`src/hw/rtl/bb3_pkg.sv`:
```
// Shared types, widths and codes for the 3x3 edge-aware box blur.
// Used by every module of the block; depends on nothing.
package bb3_pkg;

    localparam int WIDTH_W      = 11;
    localparam int HEIGHT_W     = 12;
    localparam int WIDTH_RESET  = 640;
    localparam int HEIGHT_RESET = 480;
    localparam int MAX_WIDTH_DEF = 1024;
    localparam int COL_W_DEF    = 10;

    localparam int CH_W   = 8;
    localparam int NUM_CH = 3;
    localparam int PIX_W  = NUM_CH * CH_W;
    localparam int SUM_W  = 12;
    localparam int CNT_W  = 4;
    localparam int NUM_W  = SUM_W + 1;
    localparam int QBITS  = 8;
    localparam int QBIT_W = 3;

    localparam int CFG_IDX_W  = 1;
    localparam int CFG_DATA_W = 12;

    // configuration register indexes
    localparam logic [CFG_IDX_W-1:0] REG_WIDTH  = 1'b0;
    localparam logic [CFG_IDX_W-1:0] REG_HEIGHT = 1'b1;

    // item opcodes
    localparam logic OP_PIXEL = 1'b0;
    localparam logic OP_FLUSH = 1'b1;

    // neighbor offsets: low is -1, mid is 0, high is +1
    localparam logic [1:0] TAP_LO  = 2'd0;
    localparam logic [1:0] TAP_MID = 2'd1;
    localparam logic [1:0] TAP_HI  = 2'd2;

    typedef enum logic [1:0] {
        G_IDLE,
        G_READ,
        G_DRAIN,
        G_HAND
    } t_gather_state;

    typedef enum logic [1:0] {
        DIV_IDLE,
        DIV_RUN,
        DIV_HOLD
    } t_div_state;

    typedef struct packed {
        logic [NUM_CH-1:0][SUM_W-1:0] sum;
        logic [CNT_W-1:0]             count;
        logic                         last;
    } t_blur_job;

endpackage

```
`src/hw/rtl/bb3_gather.sv`:
```
// Item sequencer: tracks frame positions, writes pixels to the line store and
// reads the nine neighbors of each due output. Depends on bb3_pkg.
module bb3_gather #(
    parameter int COL_W  = bb3_pkg::COL_W_DEF,
    parameter int ADDR_W = bb3_pkg::COL_W_DEF + 2
) (
    input  logic                         i_clk,
    input  logic                         i_rst_n,
    input  logic                         i_restart,
    input  logic [bb3_pkg::WIDTH_W-1:0]  i_w_eff,
    input  logic [bb3_pkg::HEIGHT_W-1:0] i_h_eff,
    input  logic                         i_in_valid,
    output logic                         o_in_stall,
    input  logic                         i_opcode,
    input  logic [bb3_pkg::PIX_W-1:0]    i_pixel,
    output logic                         o_wr_en,
    output logic [ADDR_W-1:0]            o_wr_addr,
    output logic [bb3_pkg::PIX_W-1:0]    o_wr_data,
    output logic [ADDR_W-1:0]            o_rd_addr,
    input  logic [bb3_pkg::PIX_W-1:0]    i_rd_data,
    output logic                         o_job_valid,
    input  logic                         i_job_ready,
    output bb3_pkg::t_blur_job           o_job
);
    import bb3_pkg::*;

    localparam int CW     = ((COL_W > WIDTH_W) ? COL_W : WIDTH_W) + 1;
    localparam int HW     = HEIGHT_W + 1;
    localparam int LEAD_W = WIDTH_W + 1;

    t_gather_state r_state, n_state;

    logic [COL_W-1:0]    r_in_col;
    logic [HEIGHT_W-1:0] r_in_row;
    logic                r_data_done;
    logic [LEAD_W-1:0]   r_lead, n_lead;
    logic [COL_W-1:0]    r_out_col;
    logic [HEIGHT_W-1:0] r_out_row;
    logic [1:0]          r_dr;
    logic [1:0]          r_dc;
    logic                r_rd_live;
    logic                r_rd_ok;
    logic [NUM_CH-1:0][SUM_W-1:0] r_sum;
    logic [CNT_W-1:0]    r_cnt;

    logic              accept;
    logic              takes_pixel;
    logic              advance;
    logic              emit;
    logic [LEAD_W-1:0] lead_target;
    logic [CW-1:0]     in_col_inc;
    logic              in_col_wrap;
    logic              in_row_last;
    logic [CW-1:0]     out_col_inc;
    logic              out_col_wrap;
    logic              out_row_last;
    logic              out_last;
    logic              row_ok;
    logic              col_ok;
    logic              tap_last;
    logic              hand_done;
    logic [1:0]        rd_slot;
    logic [COL_W-1:0]  rd_col;

    // item bookkeeping
    always_comb begin
        accept      = i_in_valid && (r_state == G_IDLE);
        takes_pixel = !r_data_done && (i_opcode == OP_PIXEL);
        advance     = accept && (r_data_done || (i_opcode == OP_PIXEL));
        lead_target = LEAD_W'(i_w_eff) + LEAD_W'(2);
        n_lead      = (r_lead >= lead_target) ? r_lead : r_lead + LEAD_W'(1);
        emit        = advance && (n_lead >= lead_target);

        in_col_inc  = CW'(r_in_col) + CW'(1);
        in_col_wrap = in_col_inc >= CW'(i_w_eff);
        in_row_last = (HW'(r_in_row) + HW'(1)) >= HW'(i_h_eff);

        out_col_inc  = CW'(r_out_col) + CW'(1);
        out_col_wrap = out_col_inc >= CW'(i_w_eff);
        out_row_last = (HW'(r_out_row) + HW'(1)) >= HW'(i_h_eff);
        out_last     = out_row_last && out_col_wrap;

        tap_last  = (r_dr == TAP_HI) && (r_dc == TAP_HI);
        hand_done = (r_state == G_HAND) && i_job_ready;
    end

    // neighbor inside the frame?
    always_comb begin
        case (r_dr)
            TAP_LO:  row_ok = (r_out_row != '0);
            TAP_MID: row_ok = 1'b1;
            TAP_HI:  row_ok = !out_row_last;
            default: row_ok = 1'b0;
        endcase
        case (r_dc)
            TAP_LO:  col_ok = (r_out_col != '0);
            TAP_MID: col_ok = 1'b1;
            TAP_HI:  col_ok = !out_col_wrap;
            default: col_ok = 1'b0;
        endcase
        rd_slot = 2'(r_out_row[1:0] + r_dr - 2'd1);
        rd_col  = COL_W'(r_out_col + COL_W'(r_dc) - COL_W'(1));
    end

    // next state
    always_comb begin
        n_state = r_state;
        case (r_state)
            G_IDLE:  if (emit) n_state = G_READ;
            G_READ:  if (tap_last) n_state = G_DRAIN;
            G_DRAIN: n_state = G_HAND;
            G_HAND:  if (i_job_ready) n_state = G_IDLE;
            default: n_state = G_IDLE;
        endcase
    end

    // outputs
    always_comb begin
        o_in_stall  = (r_state != G_IDLE);
        o_wr_en     = accept && takes_pixel;
        o_wr_addr   = {r_in_row[1:0], r_in_col};
        o_wr_data   = i_pixel;
        o_rd_addr   = {rd_slot, rd_col};
        o_job_valid = (r_state == G_HAND);
        o_job.sum   = r_sum;
        o_job.count = r_cnt;
        o_job.last  = out_last;
    end

    always_ff @(posedge i_clk) begin
        if (!i_rst_n) begin
            r_state     <= G_IDLE;
            r_in_col    <= '0;
            r_in_row    <= '0;
            r_data_done <= 1'b0;
            r_lead      <= '0;
            r_out_col   <= '0;
            r_out_row   <= '0;
            r_dr        <= TAP_LO;
            r_dc        <= TAP_LO;
            r_rd_live   <= 1'b0;
            r_rd_ok     <= 1'b0;
        end else begin
            r_state   <= n_state;
            r_rd_live <= (r_state == G_READ);
            r_rd_ok   <= row_ok && col_ok;

            if (advance) begin
                r_lead <= n_lead;
                if (takes_pixel) begin
                    r_in_col <= in_col_wrap ? '0 : COL_W'(in_col_inc);
                    if (in_col_wrap) begin
                        r_in_row <= r_in_row + HEIGHT_W'(1);
                        if (in_row_last) r_data_done <= 1'b1;
                    end
                end
            end

            // walk the taps row by row
            if (emit) begin
                r_dr <= TAP_LO;
                r_dc <= TAP_LO;
            end else if (r_state == G_READ) begin
                if (r_dc == TAP_HI) begin
                    r_dc <= TAP_LO;
                    r_dr <= r_dr + 2'd1;
                end else begin
                    r_dc <= r_dc + 2'd1;
                end
            end

            if (hand_done) begin
                if (out_last) begin
                    r_in_col    <= '0;
                    r_in_row    <= '0;
                    r_data_done <= 1'b0;
                    r_lead      <= '0;
                    r_out_col   <= '0;
                    r_out_row   <= '0;
                end else begin
                    r_out_col <= out_col_wrap ? '0 : COL_W'(out_col_inc);
                    if (out_col_wrap) r_out_row <= r_out_row + HEIGHT_W'(1);
                end
            end

            if (i_restart) begin
                r_in_col    <= '0;
                r_in_row    <= '0;
                r_data_done <= 1'b0;
                r_lead      <= '0;
                r_out_col   <= '0;
                r_out_row   <= '0;
            end
        end
    end

    // accumulate the in-frame neighbors as they return
    always_ff @(posedge i_clk) begin
        if (emit) begin
            r_sum <= '0;
            r_cnt <= '0;
        end else if (r_rd_live && r_rd_ok) begin
            for (int ch = 0; ch < NUM_CH; ch++) begin
                r_sum[ch] <= r_sum[ch] + SUM_W'(i_rd_data[ch*CH_W +: CH_W]);
            end
            r_cnt <= r_cnt + CNT_W'(1);
        end
    end

endmodule

```
`config.mk`:
```
export PLATFORM = sky130hd
export DESIGN_NAME = bb3_gather
export DESIGN_NICKNAME = d
export VERILOG_FILES = /design/src/hw/rtl/bb3_pkg.sv /design/src/hw/rtl/bb3_gather.sv
export SDC_FILE = /design/constraint.sdc
export NUM_CORES = 1
export LEC_CHECK = 0
export BUFFER_PORTS_ARGS = -buffer_cell sky130_fd_sc_hd__buf_4
export CAP_MARGIN = 20
export CORE_ASPECT_RATIO = 0.6
export CORE_UTILIZATION = 59
export DETAILED_ROUTE_END_ITERATION = 8
export HOLD_SLACK_MARGIN = 0.06
export MAX_ROUTING_LAYER = met4
export PLACE_DENSITY = 0.92
export SYNTH_ARGS = -nofsm -noshare
export SYNTH_HDL_FRONTEND = slang
export SYNTH_SLANG_ARGS = --single-unit
```
`constraint.sdc`:
```
create_clock -name i_clk -period 14.9 [get_ports i_clk]
set_input_delay 2.98 -clock i_clk [delete_from_list [all_inputs] [get_ports i_clk]]
set_output_delay 2.98 -clock i_clk [all_outputs]
set_load 0.02 [all_outputs]
```
* After elaboration in Yosys (flattened, before gate mapping)
Index checks and enable logic that the tools add are counted.
** Cells by class
- $add $sub $neg :: 18
- $lt $le $gt $ge :: 6
- Equality and inequality tests :: 10
- Multiplexer cells :: 31
- Bitwise logic cells :: 2
- Reductions and logical operators :: 26
** Operators by type and width (number)
- 12-bit two-way mux :: 11
- 10-bit two-way mux :: 7
- 12-bit by 1-bit adder with 12-bit output (second input constant) :: 3
- 12-bit by 8-bit adder with 12-bit output :: 3
- 12-bit by 1-bit adder with 13-bit output (second input constant) :: 2
- 13-bit by 12-bit >= comparator with 1-bit output :: 2
- 12-bit >= comparator :: 2
- 10-bit by 1-bit adder with 11-bit output (second input constant) :: 2
- 11-bit >= comparator :: 2
- 11-bit by 2-bit adder with 12-bit output (second input constant) :: 1
- 12-bit nonzero test :: 1
- 10-bit by 2-bit adder with 10-bit output :: 1
- 1-bit logical AND :: 10
- 10-bit nonzero test :: 1
- 10-bit by 1-bit subtractor with 10-bit output (second input constant) :: 1
- 2-bit equality test (second input constant) :: 4
- 2-bit two-way mux :: 4
- 2-bit case mux with 4 select lines :: 1
- 2-bit by 1-bit equality test with 1-bit output (second input constant) :: 3
- 2-bit zero test :: 3
- 1-bit two-way mux :: 6
- 1-bit case mux with 3 select lines :: 2
- 2-bit by 1-bit adder with 2-bit output (second input constant) :: 2
- 4-bit by 1-bit adder with 4-bit output (second input constant) :: 1
- 11 further kinds :: 18
** Storage, ports and cells
- Register bits :: 105
- Bits of input ports :: 77
- Output and inout bits :: 92
- Logic and storage cells :: 108

* Logic depth before layout (Yosys ltp)
Gate-level depths: netlist of run 1.
- Depth after elaboration :: 8
- Gate-level depth with buffers :: 25

* Worst setup path before layout of run 1
No wires, ideal clock.
- Kind :: input -> output
- Start point :: in i_h_eff[0] in the netlist's numbering
- End point :: out o_job[0] in the netlist's numbering
- Arrival :: 4.549 ns
- Data required time :: 11.920 ns
- Slack :: 7.371 ns
- Stages :: 10
- Path buffers :: 1
- Cells stage by stage :: ha_1 > nand2b_1 > a21o_1 > a21o_1 > a211oi_1 > o21a_1 > o21ai_1 > inv_1 > nor2_1 > buf_4
** Between the ends
- Cells in the longest elaborated chain, start to end :: 2
** Ends and longest elaborated chain
- start, declared :: RTL line bb3_gather.sv:11 : input logic [bb3_pkg::HEIGHT_W-1:0] i_h_eff,
- 13-bit by 12-bit >= comparator with 1-bit output :: RTL line bb3_gather.sv:80 : out_row_last = (HW'(r_out_row) + HW'(1)) >= HW'(i_h_eff);
- 1-bit logical AND :: RTL line bb3_gather.sv:81 : out_last = out_row_last && out_col_wrap;
- end, declared :: RTL line bb3_gather.sv:23 : output bb3_pkg::t_blur_job o_job
Every way passes these cells.

==> summary.txt, run 1 <==
Synthesis
  – Synthesized cell area: 8570 sq um
  – Cell taking the most area after synthesis: dfxtp_1
  – Number of distinct library cells after synthesis: 62
  – Ranking of synthesized cells by area: dfxtp_1 25%, ha_1 19%, xor2_1 5.8%
  – Top_reg_cell synth: dfxtp_1
  – Post-synth EDFFs: 0
  – Cell with the most instances after synthesis: ha_1
  – Async S/R FF share, synth: 0%
  – Synth Register Bits: between 100 and 150
  – Synth Net Count: around 1300
  – Yosys warnings: 0
  – Synthesized instance count: approximately 1100
  – Area share of the largest cell type after synthesis: between 20% and 30%
  – Commonest cells in the netlist: 130 x ha_1, 115 x nor2_1, 105 x dfxtp_1
  – Sequential element share of the synthesized area: between 20% and 30%
  – Syn_area_per_cell: roughly 8.0 sq um

Detailed routing
  – DR pass1 iterations: 6
  – DRC errors left: 0
  – Drt via density: about 5.8
  – Via count: ~7700
  – Routed wire length: 21.1 mm
  – Drt initial violations: between 700 and 800
  – Routed WL per cell: around 16 um
  – Antenna viol nets, final: 0

Global routing
  – First-pass GRT wire length: around 35 mm
  – Gr usage total: between 20% and 30%
  – Number of global-route vias before repair: 7250
  – Met3 GRT Util: under 10%
  – GRT busiest layer: met2
  – Grt met1 use: 40.5%
  – Largest net degree at the start of global routing: 45
  – Grt total ovfl: 0
  – Routing usage on met2: about 45%
  – Initial antenna violation count: 0

Placed design
  – Port buffer count: 120
  – Placed insts: approximately 1300
  – Placer Congestion: between 0.9 and 1
  – HPWL after DPL: between 15 and 20 mm
  – Placed Area: between 9000 and 10000 sq um

CTS
  – Clock sinks: 105
  – Clk slew on worst S/H paths: about 0.07 ns
  – Post-cts resize count: 0
  – TritonCTS clock tree: built
  – Max H-tree Level: 3
  – Clock latency on the worst-skew pair: ~0.35 ns
  – CTS Hold Buffers Added: 0
  – CTS root buffer: clkbuf_16
  – Clock Tree Buf Depth: 2
  – Num CTS Buffers: 9
  – Post-CTS Setup Inserts: 0

Timing
  – Achievable Freq: 125 MHz
  – Clock Skew: between 0.01 and 0.015 ns
  – Tcrit/Tclk final: roughly 54%
  – Minimum clock period: 7.99 ns
  – RSZ-0062 raised after global routing: no
  – Setup TNS Final: 0 ns
  – Slew Limit Headroom: ~27%
  – Final Hold Fails: 0
  – Max-slew violation count: 0
  – Worst hold slack: approximately 0.48 ns
  – Least-Margin Pin Slew: 1.09 ns
  – Final setup viols: 0

Worst setup path
  – Kind of cell adding the most delay to the critical path: compound AO/OA/AOI/OAI gates
  – Worst-path cell chain: buf_4 -> ha_1 -> nand2b_1 -> a21o_1 -> a21o_1 -> a21o_1 -> a21oi_1 -> o21ai_0 -> buf_4 -> nand2_1 -> nor2_1 -> buf_4
  – Worst Path Arrival: approximately 5.0 ns
  – Buf/Inv on CP: 3
  – Largest stage delay on the critical path: between 0.2 and 0.3 ns
  – Reg2Reg Setup Slack: a little under 10 ns
  – CP startpoint kind: input pin
  – Critical path class: input pin to output pin
  – Worst path slowest cell: ha_1
  – Required @ worst endpoint: 11.92 ns
  – CP max FO: 13
  – CP Capture Type: output pin

Power and ir drop
  – Sequential share of power: between 40 and 50%
  – Switching Share: between 20% and 30%
  – Switching pwr: ~190 uW
  – Power share of the clock group: approximately 38%
  – Combinational power share: between 10% and 20%
  – Pint: around 470 uW
  – Total Power: 668 uW
  – Pwr Density: ~69 nW/um^2
  – Leak: around 4.7 nW
  – Worst VDD drop: 0.0000558 V

Floorplan
  – Die area: between 15000 and 20000 sq um
  – Die W: roughly 160 um
  – Row count: 33
  – Initial Utilization: between 60% and 70%
  – Die height: around 95 um
  – Io pins: around 170
  – Core area: 13900 sq um

Hold path
  – Worst min-delay path class: flip-flop to flip-flop

Cells and area
  – Layout cell share with drive strength beyond 1: 13.3%
  – Final nets: roughly 1400
  – Final non-filler cell area: 9740 sq um
  – # diodes: 0
  – Non-Filler Instances: 1342
  – Layout fillers: about 1100
  – P&R area growth vs syn: 13.7%

Status
  – Status: finished clean

Flow run
  – Maximum Capacitance Violations: 0
cells by family (layout without fill, tap and decap cells):
kind of cell	count (synthesis)	in the layout	share of synthesized area (%)
and+or+nand+nor	347	347	19.5
AOI/OAI and AO/OA	213	213	15.5
buffers and inverters	143	228	7.70
adders and majority gates	134	134	19.9
xor gates and xnor gates	113	113	11.6
DFF	105	105	24.5
muxes	10	10	1.26
placed cells by master (no fill, tap or decap), types with 19 or more instances in the layout:
cell type / netlist / layout
ha_1: 130 / 130
buf_4: 32 / 126
nor2_1: 115 / 115
dfxtp_1: 105 / 105
a21oi_1: 86 / 86
inv_1: 85 / 85
nand2_1: 82 / 82
xor2_1: 57 / 57
xnor2_1: 56 / 56
o21ai_0: 45 / 45
nand3_1: 32 / 32
and3_1: 19 / 19
power groups by stage:
stage	registers, mW	clock network, mW	logic [mW]
CTS	0.292	0.254	0.124
finish	0.292	0.251	0.125
global placement	0.298	0	0.118
detailed placement	0.298	0	0.123
floorplan	0.303	0	0.0810
global route	0.293	0.266	0.138
metal layers:
layer  up-vias  share of wire, %
met5         -                 0
met4         0               1.8
met3        51               7.0
met2       287                43
met1      3608                48
li1       3778                 -
worst reg2reg max path: cells and delay by family (launching register included):
family | cells | cell delay [ns]
multiplexers | 1 | 0.40
flip-flops | 1 | 0.52
AO/OA/AOI/OAI | 12 | 3.11
buffers and inverters | 1 | 0.28
adder cells (fa/ha/maj) | 2 | 0.61
state kept, by name, summed over array words and instances (netlist names):
register,cells
r_lead,12
o_job,36
r_data_done,1
r_dc,2
r_rd_ok,1
r_rd_live,1
r_state,2
r_dr,2
r_cnt,4
r_in_col,10
r_out_col,10
r_in_row,12
r_out_row,12
per-stage QoR:
| step | util [%] | worst slack (ns) |
|---|---|---|
| 6_report | 70.0 | 6.91 |
| 5_1_grt | 70.0 | 6.72 |
| 2_1_floorplan | - | 7.37 |
| 3_3_place_gp | 67.7 | 6.99 |
| 4_1_cts | 70.0 | 6.96 |
| 3_5_place_dp | 67.7 | 6.77 |
area by class of cell:
type	instances	area (sq um)	area share, %
multi-input cells	817	5820	59.7
clock buffers	9	225	2.31
well taps	192	240	2.47
flip-flops and latches	105	2100	21.6
clock inverters	7	86.3	0.887
inverters	86	323	3.31
repair buffers	126	946	9.71
final timing paths:
path / cells past startpoint / startpoint / end
worst max register to register: 16 / r_lead[4] / o_job[6]
worst min register to register: 2 / o_job[17] / o_job[17]
worst min-delay path: 2 / o_job[17] / o_job[17]
worst max-delay path: 12 / i_w_eff[0] / o_job[0]
(Power assumes the default switching activity.)
==> run 2, diff against run 1 <==
--- a/config.mk
+++ b/config.mk
@@ -8,11 +8,11 @@
 export BUFFER_PORTS_ARGS = -buffer_cell sky130_fd_sc_hd__buf_4
 export CAP_MARGIN = 20
 export CORE_ASPECT_RATIO = 0.6
-export CORE_UTILIZATION = 59
+export CORE_UTILIZATION = 51
 export DETAILED_ROUTE_END_ITERATION = 8
 export HOLD_SLACK_MARGIN = 0.06
 export MAX_ROUTING_LAYER = met4
-export PLACE_DENSITY = 0.92
+export PLACE_DENSITY = 0.85
 export SYNTH_ARGS = -nofsm -noshare
 export SYNTH_HDL_FRONTEND = slang
 export SYNTH_SLANG_ARGS = --single-unit
==> constraint.sdc (replaced) <==
create_clock -name i_clk -period 6.55 [get_ports i_clk]
set_input_delay 1.31 -clock i_clk [delete_from_list [all_inputs] [get_ports i_clk]]
set_output_delay 1.31 -clock i_clk [all_outputs]
set_load 0.02 [all_outputs]
==> summary.txt, run 2 (synthesized netlist as in run 1, its figures left out) <==
CTS
  – Clock latency on the worst-skew pair: 0.36 ns (about the same)
  – CTS root buffer: clkbuf_16
  – Clock sinks: 105 (unchanged)
  – Post-cts resize count: 0 (unchanged)
  – TritonCTS clock tree: built
  – Clk slew on worst S/H paths: 0.07 ns (about the same)
  – Post-CTS Setup Inserts: 0 (unchanged)
  – Clock Tree Buf Depth: 2 (unchanged)
  – Num CTS Buffers: 9 (unchanged)
  – CTS Hold Buffers Added: 0 (unchanged)
  – Max H-tree Level: 3 (unchanged)

Placed design
  – Placer Congestion: 0.952 (-4.1%)
  – Pre-CTS WS: 0.234 ns (-6.53 ns)
  – HPWL after DPL: 16.2 mm (-1.7%)
  – Port buffer count: 120 (unchanged)

Detailed routing
  – Via count: 7533 (-2.5%)
  – DR pass1 iterations: 5 (-1)
  – Drt via density: 5.46 (-5.1%)
  – Drt initial violations: 480 (-39%)
  – DRC errors left: 0 (unchanged)
  – Antenna viol nets, final: 0 (unchanged)
  – Routed wire length: 20.9 mm (-1.1%)
  – Routed WL per cell: 15.2 um (-3.7%)

Cells and area
  – Layout cell share with drive strength beyond 1: 13.4% (+0.075 points)
  – # diodes: 0 (unchanged)
  – Layout fillers: 1461 (+30%)
  – P&R area growth vs syn: 14.3%
  – Largest register FFs: 36 (unchanged)
  – Commonest non-fill, non-tap cell in the layout: ha_1
  – Most frequent cells in the layout: 130 x ha_1, 126 x buf_4, 115 x nor2_1
  – Final nets: 1357 (+0.074%)

Global routing
  – Initial antenna violation count: 0 (unchanged)
  – First-pass GRT wire length: 34.0 mm (-1.5%)
  – Number of global-route vias before repair: 6852 (-5.5%)
  – Grt total ovfl: 0 (unchanged)
  – Largest net degree at the start of global routing: 45 (unchanged)
  – Gr usage total: 25.4% (-4.5 points)

Timing
  – Final Hold Fails: 0 (unchanged)
  – Final worst-path setup slack: 0.504 ns (-6.41 ns)
  – Max-slew violation count: 0 (unchanged)
  – Least-Margin Pin Slew: 1.07 ns (-0.0259 ns)
  – Setup TNS Final: 0 ns (unchanged)
  – RSZ-0062 raised after global routing: no
  – Clock Skew: 0.0141 ns (+0.00213 ns)
  – Achievable Freq: 165 MHz
  – Tcrit/Tclk final: between 90% and 100%
  – Final setup viols: 0 (unchanged)
  – Slew Limit Headroom: 28.9% (+1.7 points)
  – Minimum clock period: 6.05 ns

Floorplan
  – Die W: 169 um (+7.5%)
  – Initial Utilization: 52.5% (-9.0 points)
  – Io pins: 169 (unchanged)
  – Die area: 17300 sq um (+15%)
  – Core area: 16300 sq um (+17%)
  – Die height: 102 um (+7.4%)
  – Row count: 36 (+9.1%)

Worst setup path
  – CP max FO: 44 (+31)
  – Critical path class: input pin to flip-flop
  – Worst Path Arrival: 6.31 ns (+1.30 ns)
  – Largest stage delay on the critical path: 0.52 ns (+0.24 ns)
  – Required @ worst endpoint: 6.81 ns (-5.11 ns)
  – Worst path slowest cell: a221oi_1
  – CP startpoint kind: input pin
  – Worst-path cell chain: buf_4 -> ha_1 -> nand2_1 -> nor3_1 -> xnor2_1 -> ha_1 -> a21oi_1 -> nand2_1 -> a41o_1 -> nor2_1 -> o21a_1 -> mux2_2 -> ha_1 -> a2111oi_0 -> o31ai_1 -> a41o_1 -> a221oi_1 -> a211oi_1 -> o21a_1 -> buf_12 -> a211oi_1
  – Most frequent CP cell: ha_1
  – CP Capture Type: flip-flop

Status
  – Status: finished clean

Power and ir drop
  – Worst VDD drop: 0.000118 V (+110%)
  – Leak: 4.66 nW (about the same)
  – Pwr Density: 153 nW/um^2 (+120%)

Flow run
  – Maximum Capacitance Violations: 0 (unchanged)

Hold path
  – Worst min-delay path class: flip-flop to flip-flop
run 2: routing by layer:
metal / share of wire, % / up-vias / track usage (%) / wire [um]
li1: - / 3795 / - / -
met4: 1.1 / 0 / 5.61 / 233
met1: 49 / 3471 / 35.4 / 10300
met2: 42 / 244 / 36.2 / 8790
met5: 0 / - / - / 0
met3: 7.6 / 23 / 6.70 / 1580
run 2: worst paths after layout:
kind / start / endpoint / slack (ns) / cells after the start
worst max-delay path: i_w_eff[1] / o_job[30] / 0.50 / 21
worst min-delay path: o_job[29] / o_job[29] / 0.48 / 2
worst max register to register: r_lead[4] / o_job[30] / 1.68 / 16
worst min register to register: o_job[29] / o_job[29] / 0.48 / 2
run 2: worst max-delay path, delay by kind of cell:
family	cells	cell delay (ns)
multiplexers	1	0.39
adder cells (fa/ha/maj)	3	0.77
XOR/XNOR	1	0.20
AND/OR/NAND/NOR	4	0.52
AO/OA/AOI/OAI	10	2.81
buffers and inverters	2	0.30
run 2: area by class of cell:
class / count / area, sq um / area share (%)
clock inverter: 5 / 46.3 / 0.473
inverter: 86 / 323 / 3.30
clock buffer: 11 / 253 / 2.58
tap: 228 / 285 / 2.91
timing repair buffer: 127 / 966 / 9.87
multi-input combinational: 817 / 5820 / 59.4
sequential: 105 / 2100 / 21.5
run 2: where the power goes:
group          switching (mW)  internal, mW  total, mW
Sequential             0.0126         0.652      0.664
Clock                   0.266         0.285      0.552
Combinational           0.158         0.124      0.281
run 2: through the flow:
stage | std cells | power (mW) | util, % | area [sq um] | hold slack (ns)
after floorplan | 1065 | 0.875 | - | 8570 | 0.449
after global routing | 1379 | 1.57 | 60.0 | 9790 | 0.511
final | 1379 | 1.50 | 60.0 | 9790 | 0.479
after CTS | 1379 | 1.51 | 60.0 | 9790 | 0.481
after global placement | 1363 | 0.950 | 58.2 | 9490 | 0.461
after detailed placement | 1363 | 0.958 | 58.2 | 9490 | 0.471
==> run 3, diff against run 2 <==
--- a/config.mk
+++ b/config.mk
@@ -5,6 +5,7 @@
 export SDC_FILE = /design/constraint.sdc
 export NUM_CORES = 1
 export LEC_CHECK = 0
+export ABC_AREA = 1
 export BUFFER_PORTS_ARGS = -buffer_cell sky130_fd_sc_hd__buf_4
 export CAP_MARGIN = 20
 export CORE_ASPECT_RATIO = 0.6
==> summary.txt, run 3 <==
Worst setup path
  – R2R cell count: 36 (+20)
  – Required @ worst endpoint: 6.81 ns (about the same)
  – Largest stage delay on the critical path: 0.39 ns (-0.13 ns)
  – Worst Path Arrival: 5.89 ns (-0.42 ns)
  – Critical path class: input pin to flip-flop
  – CP max FO: 15 (-66%)
  – Worst path slowest cell: nor3_1
  – Most frequent CP cell: nand2_1
  – CP startpoint kind: input pin
  – CP Capture Type: flip-flop

CTS
  – Clock sinks: 105 (unchanged)
  – TritonCTS clock tree: built
  – Clock latency on the worst-skew pair: 0.35 ns (about the same)
  – CTS root buffer: clkbuf_16
  – Post-cts resize count: 0 (unchanged)
  – Max H-tree Level: 3 (unchanged)
  – Clk slew on worst S/H paths: 0.07 ns (about the same)
  – Clock Tree Buf Depth: 2 (unchanged)
  – Post-CTS Setup Inserts: 0 (unchanged)
  – CTS Hold Buffers Added: 0 (unchanged)
  – Num CTS Buffers: 9 (unchanged)

Synthesis
  – Syn_area_per_cell: 7.37 sq um (-8.4%)
  – Area share of the largest cell type after synthesis: 24.5% (-0.036 points)
  – Ranking of synthesized cells by area: dfxtp_1 25%, ha_1 19%, nand2_1 7.8%
  – Number of distinct library cells after synthesis: 46 (-26%)
  – Synth Register Bits: 105 (unchanged)
  – Synthesized instance count: 1164 (+9.3%)
  – Top_reg_cell synth: dfxtp_1
  – Synth Net Count: 1375 (+7.8%)
  – Sequential element share of the synthesized area: 24.5% (-0.036 points)
  – Post-synth EDFFs: 0 (unchanged)
  – Commonest cells in the netlist: 179 x nand2_1, 177 x inv_1, 130 x ha_1
  – Synthesized cell area: 8580 sq um (+0.15%)
  – Async S/R FF share, synth: 0% (unchanged)
  – Cell taking the most area after synthesis: dfxtp_1
  – Yosys warnings: 0 (unchanged)
  – Cell with the most instances after synthesis: nand2_1

Floorplan
  – Die area: 17400 sq um (+0.14%)
  – Core area: 16400 sq um (+0.28%)
  – Die W: 169 um (about the same)
  – Die height: 102 um (about the same)
  – Initial Utilization: 52.5% (-0.068 points)
  – Row count: 36 (unchanged)
  – Io pins: 169 (unchanged)

Cells and area
  – Most frequent cells in the layout: 179 x nand2_1, 177 x inv_1, 130 x ha_1
  – # diodes: 0 (unchanged)
  – Commonest non-fill, non-tap cell in the layout: nand2_1
  – Layout cell share with drive strength beyond 1: 13.8% (+0.38 points)
  – Non-Filler Instances: 1485 (+7.7%)
  – FF+latch area: 2100 sq um (unchanged)
  – Largest register FFs: 36 (unchanged)
  – Layout fillers: 1465 (+0.27%)
  – Final nets: 1464 (+7.9%)
  – Area of the multi-input gates: 5470 sq um (-5.9%)
  – P&R area growth vs syn: 14.4% (about the same)

Detailed routing
  – Antenna viol nets, final: 0 (unchanged)
  – DR pass1 iterations: 6 (+1)
  – Drt via density: 5.30 (-3.0%)
  – Routed wire length: 20.7 mm (-1.1%)
  – DRC errors left: 0 (unchanged)
  – Drt initial violations: 494 (+2.9%)
  – Routed WL per cell: 13.9 um (-8.2%)
  – Via count: 7870 (+4.5%)

Power and ir drop
  – Pwr Density: 265 nW/um^2 (+73%)
  – Leak: 4.76 nW (+2.0%)
  – Worst VDD drop: 0.000137 V (+16%)

Timing
  – Tcrit/Tclk final: 85.9% (-6.4 points)
  – Setup TNS Final: 0 ns (unchanged)
  – Max-slew violation count: 0 (unchanged)
  – RSZ-0062 raised after global routing: no
  – Achievable Freq: 178 MHz (+7.4%)
  – Minimum clock period: 5.63 ns (-0.418 ns)
  – Final setup viols: 0 (unchanged)
  – Final Hold Fails: 0 (unchanged)
  – Least-Margin Pin Slew: 0.799 ns (-0.267 ns)
  – Clock Skew: 0.0112 ns (-0.00293 ns)
  – Final worst-path setup slack: 0.923 ns (+0.418 ns)
  – Slew Limit Headroom: 46.6% (+18 points)

Placed design
  – Placer Congestion: 0.942 (-1.0%)
  – Pre-CTS WS: 0.659 ns (+0.425 ns)
  – Port buffer count: 120 (unchanged)
  – HPWL after DPL: 16.4 mm (+1.1%)
  – Placed insts: 1470 (+7.9%)

Global routing
  – First-pass GRT wire length: 33.4 mm (-1.8%)
  – Initial antenna violation count: 0 (unchanged)
  – Largest net degree at the start of global routing: 43 (-4.4%)
  – Grt total ovfl: 0 (unchanged)
  – Gr usage total: 24.7% (-0.68 points)
  – Number of global-route vias before repair: 6947 (+1.4%)

Hold path
  – WHS Path Cells: 1 (-1)
  – Worst min-delay path class: flip-flop to flip-flop

Status
  – Status: finished clean

Flow run
  – Maximum Capacitance Violations: 0 (unchanged)
run 3: cell families (layout without fill, tap and decap cells):
logic type                 Yosys count  count (layout)  synth area share [%]
DFF                                105             105                  24.5
xor gates and xnor gates            78              78                  7.96
buffers and inverters              232             325                  11.7
adders and majority gates          134             134                  19.9
and+or+nand+nor                    424             424                  22.3
AOI/OAI and AO/OA                  191             191                  13.6
run 3: cell type report:
cell class                 count  area share (%)
clock buffer                  11            2.47
sequential                   105            21.4
inverter                     182            6.96
clock inverter                 4           0.548
timing repair buffer         128            9.92
tap                          228            2.91
multi-input combinational    827            55.8
run 3: report_power, final:
| group | switching [mW] | total [mW] | internal [mW] |
|---|---|---|---|
| sequential | 0.104 | 0.854 | 0.749 |
| combinational | 0.706 | 1.20 | 0.490 |
| clock | 0.245 | 0.551 | 0.306 |
| total | 1.06 | 2.60 | 1.55 |
run 3: final timing paths:
path	startpoint	endpoint	slack [ns]
worst max-delay path	i_w_eff[1]	o_job[18]	0.92
worst min-delay path	r_dc[0]	r_dc[0]	0.47
worst max register to register	r_lead[0]	o_job[18]	2.33
worst min register to register	r_dc[0]	r_dc[0]	0.47
run 3: stage by stage:
step | area [sq um] | hold WS, ns | power [mW] | utilization (%)
finish | 9810 | 0.470 | 2.60 | 60.0
global route | 9810 | 0.507 | 2.79 | 60.0
CTS | 9810 | 0.469 | 2.61 | 60.0
detailed placement | 9510 | 0.454 | 2.05 | 58.2
global placement | 9510 | 0.455 | 2.02 | 58.2
floorplan | 8580 | 0.441 | 1.67 | -
run 3: metal layers:
metal / wire, um / track usage (%) / up-vias
met5: 0 / - / -
met2: 8870 / 37.0 / 213
met3: 1090 / 4.18 / 25
met1: 10500 / 35.0 / 3628
met4: 212 / 4.16 / 0
li1: - / - / 4004
run 3: critical path: cells and delay by family:
family / cells / cell delay [ns]
buffers and inverters: 7 / 0.75
AO/OA/AOI/OAI: 6 / 0.89
adder cells (fa/ha/maj): 3 / 0.82
AND/OR/NAND/NOR: 20 / 2.11
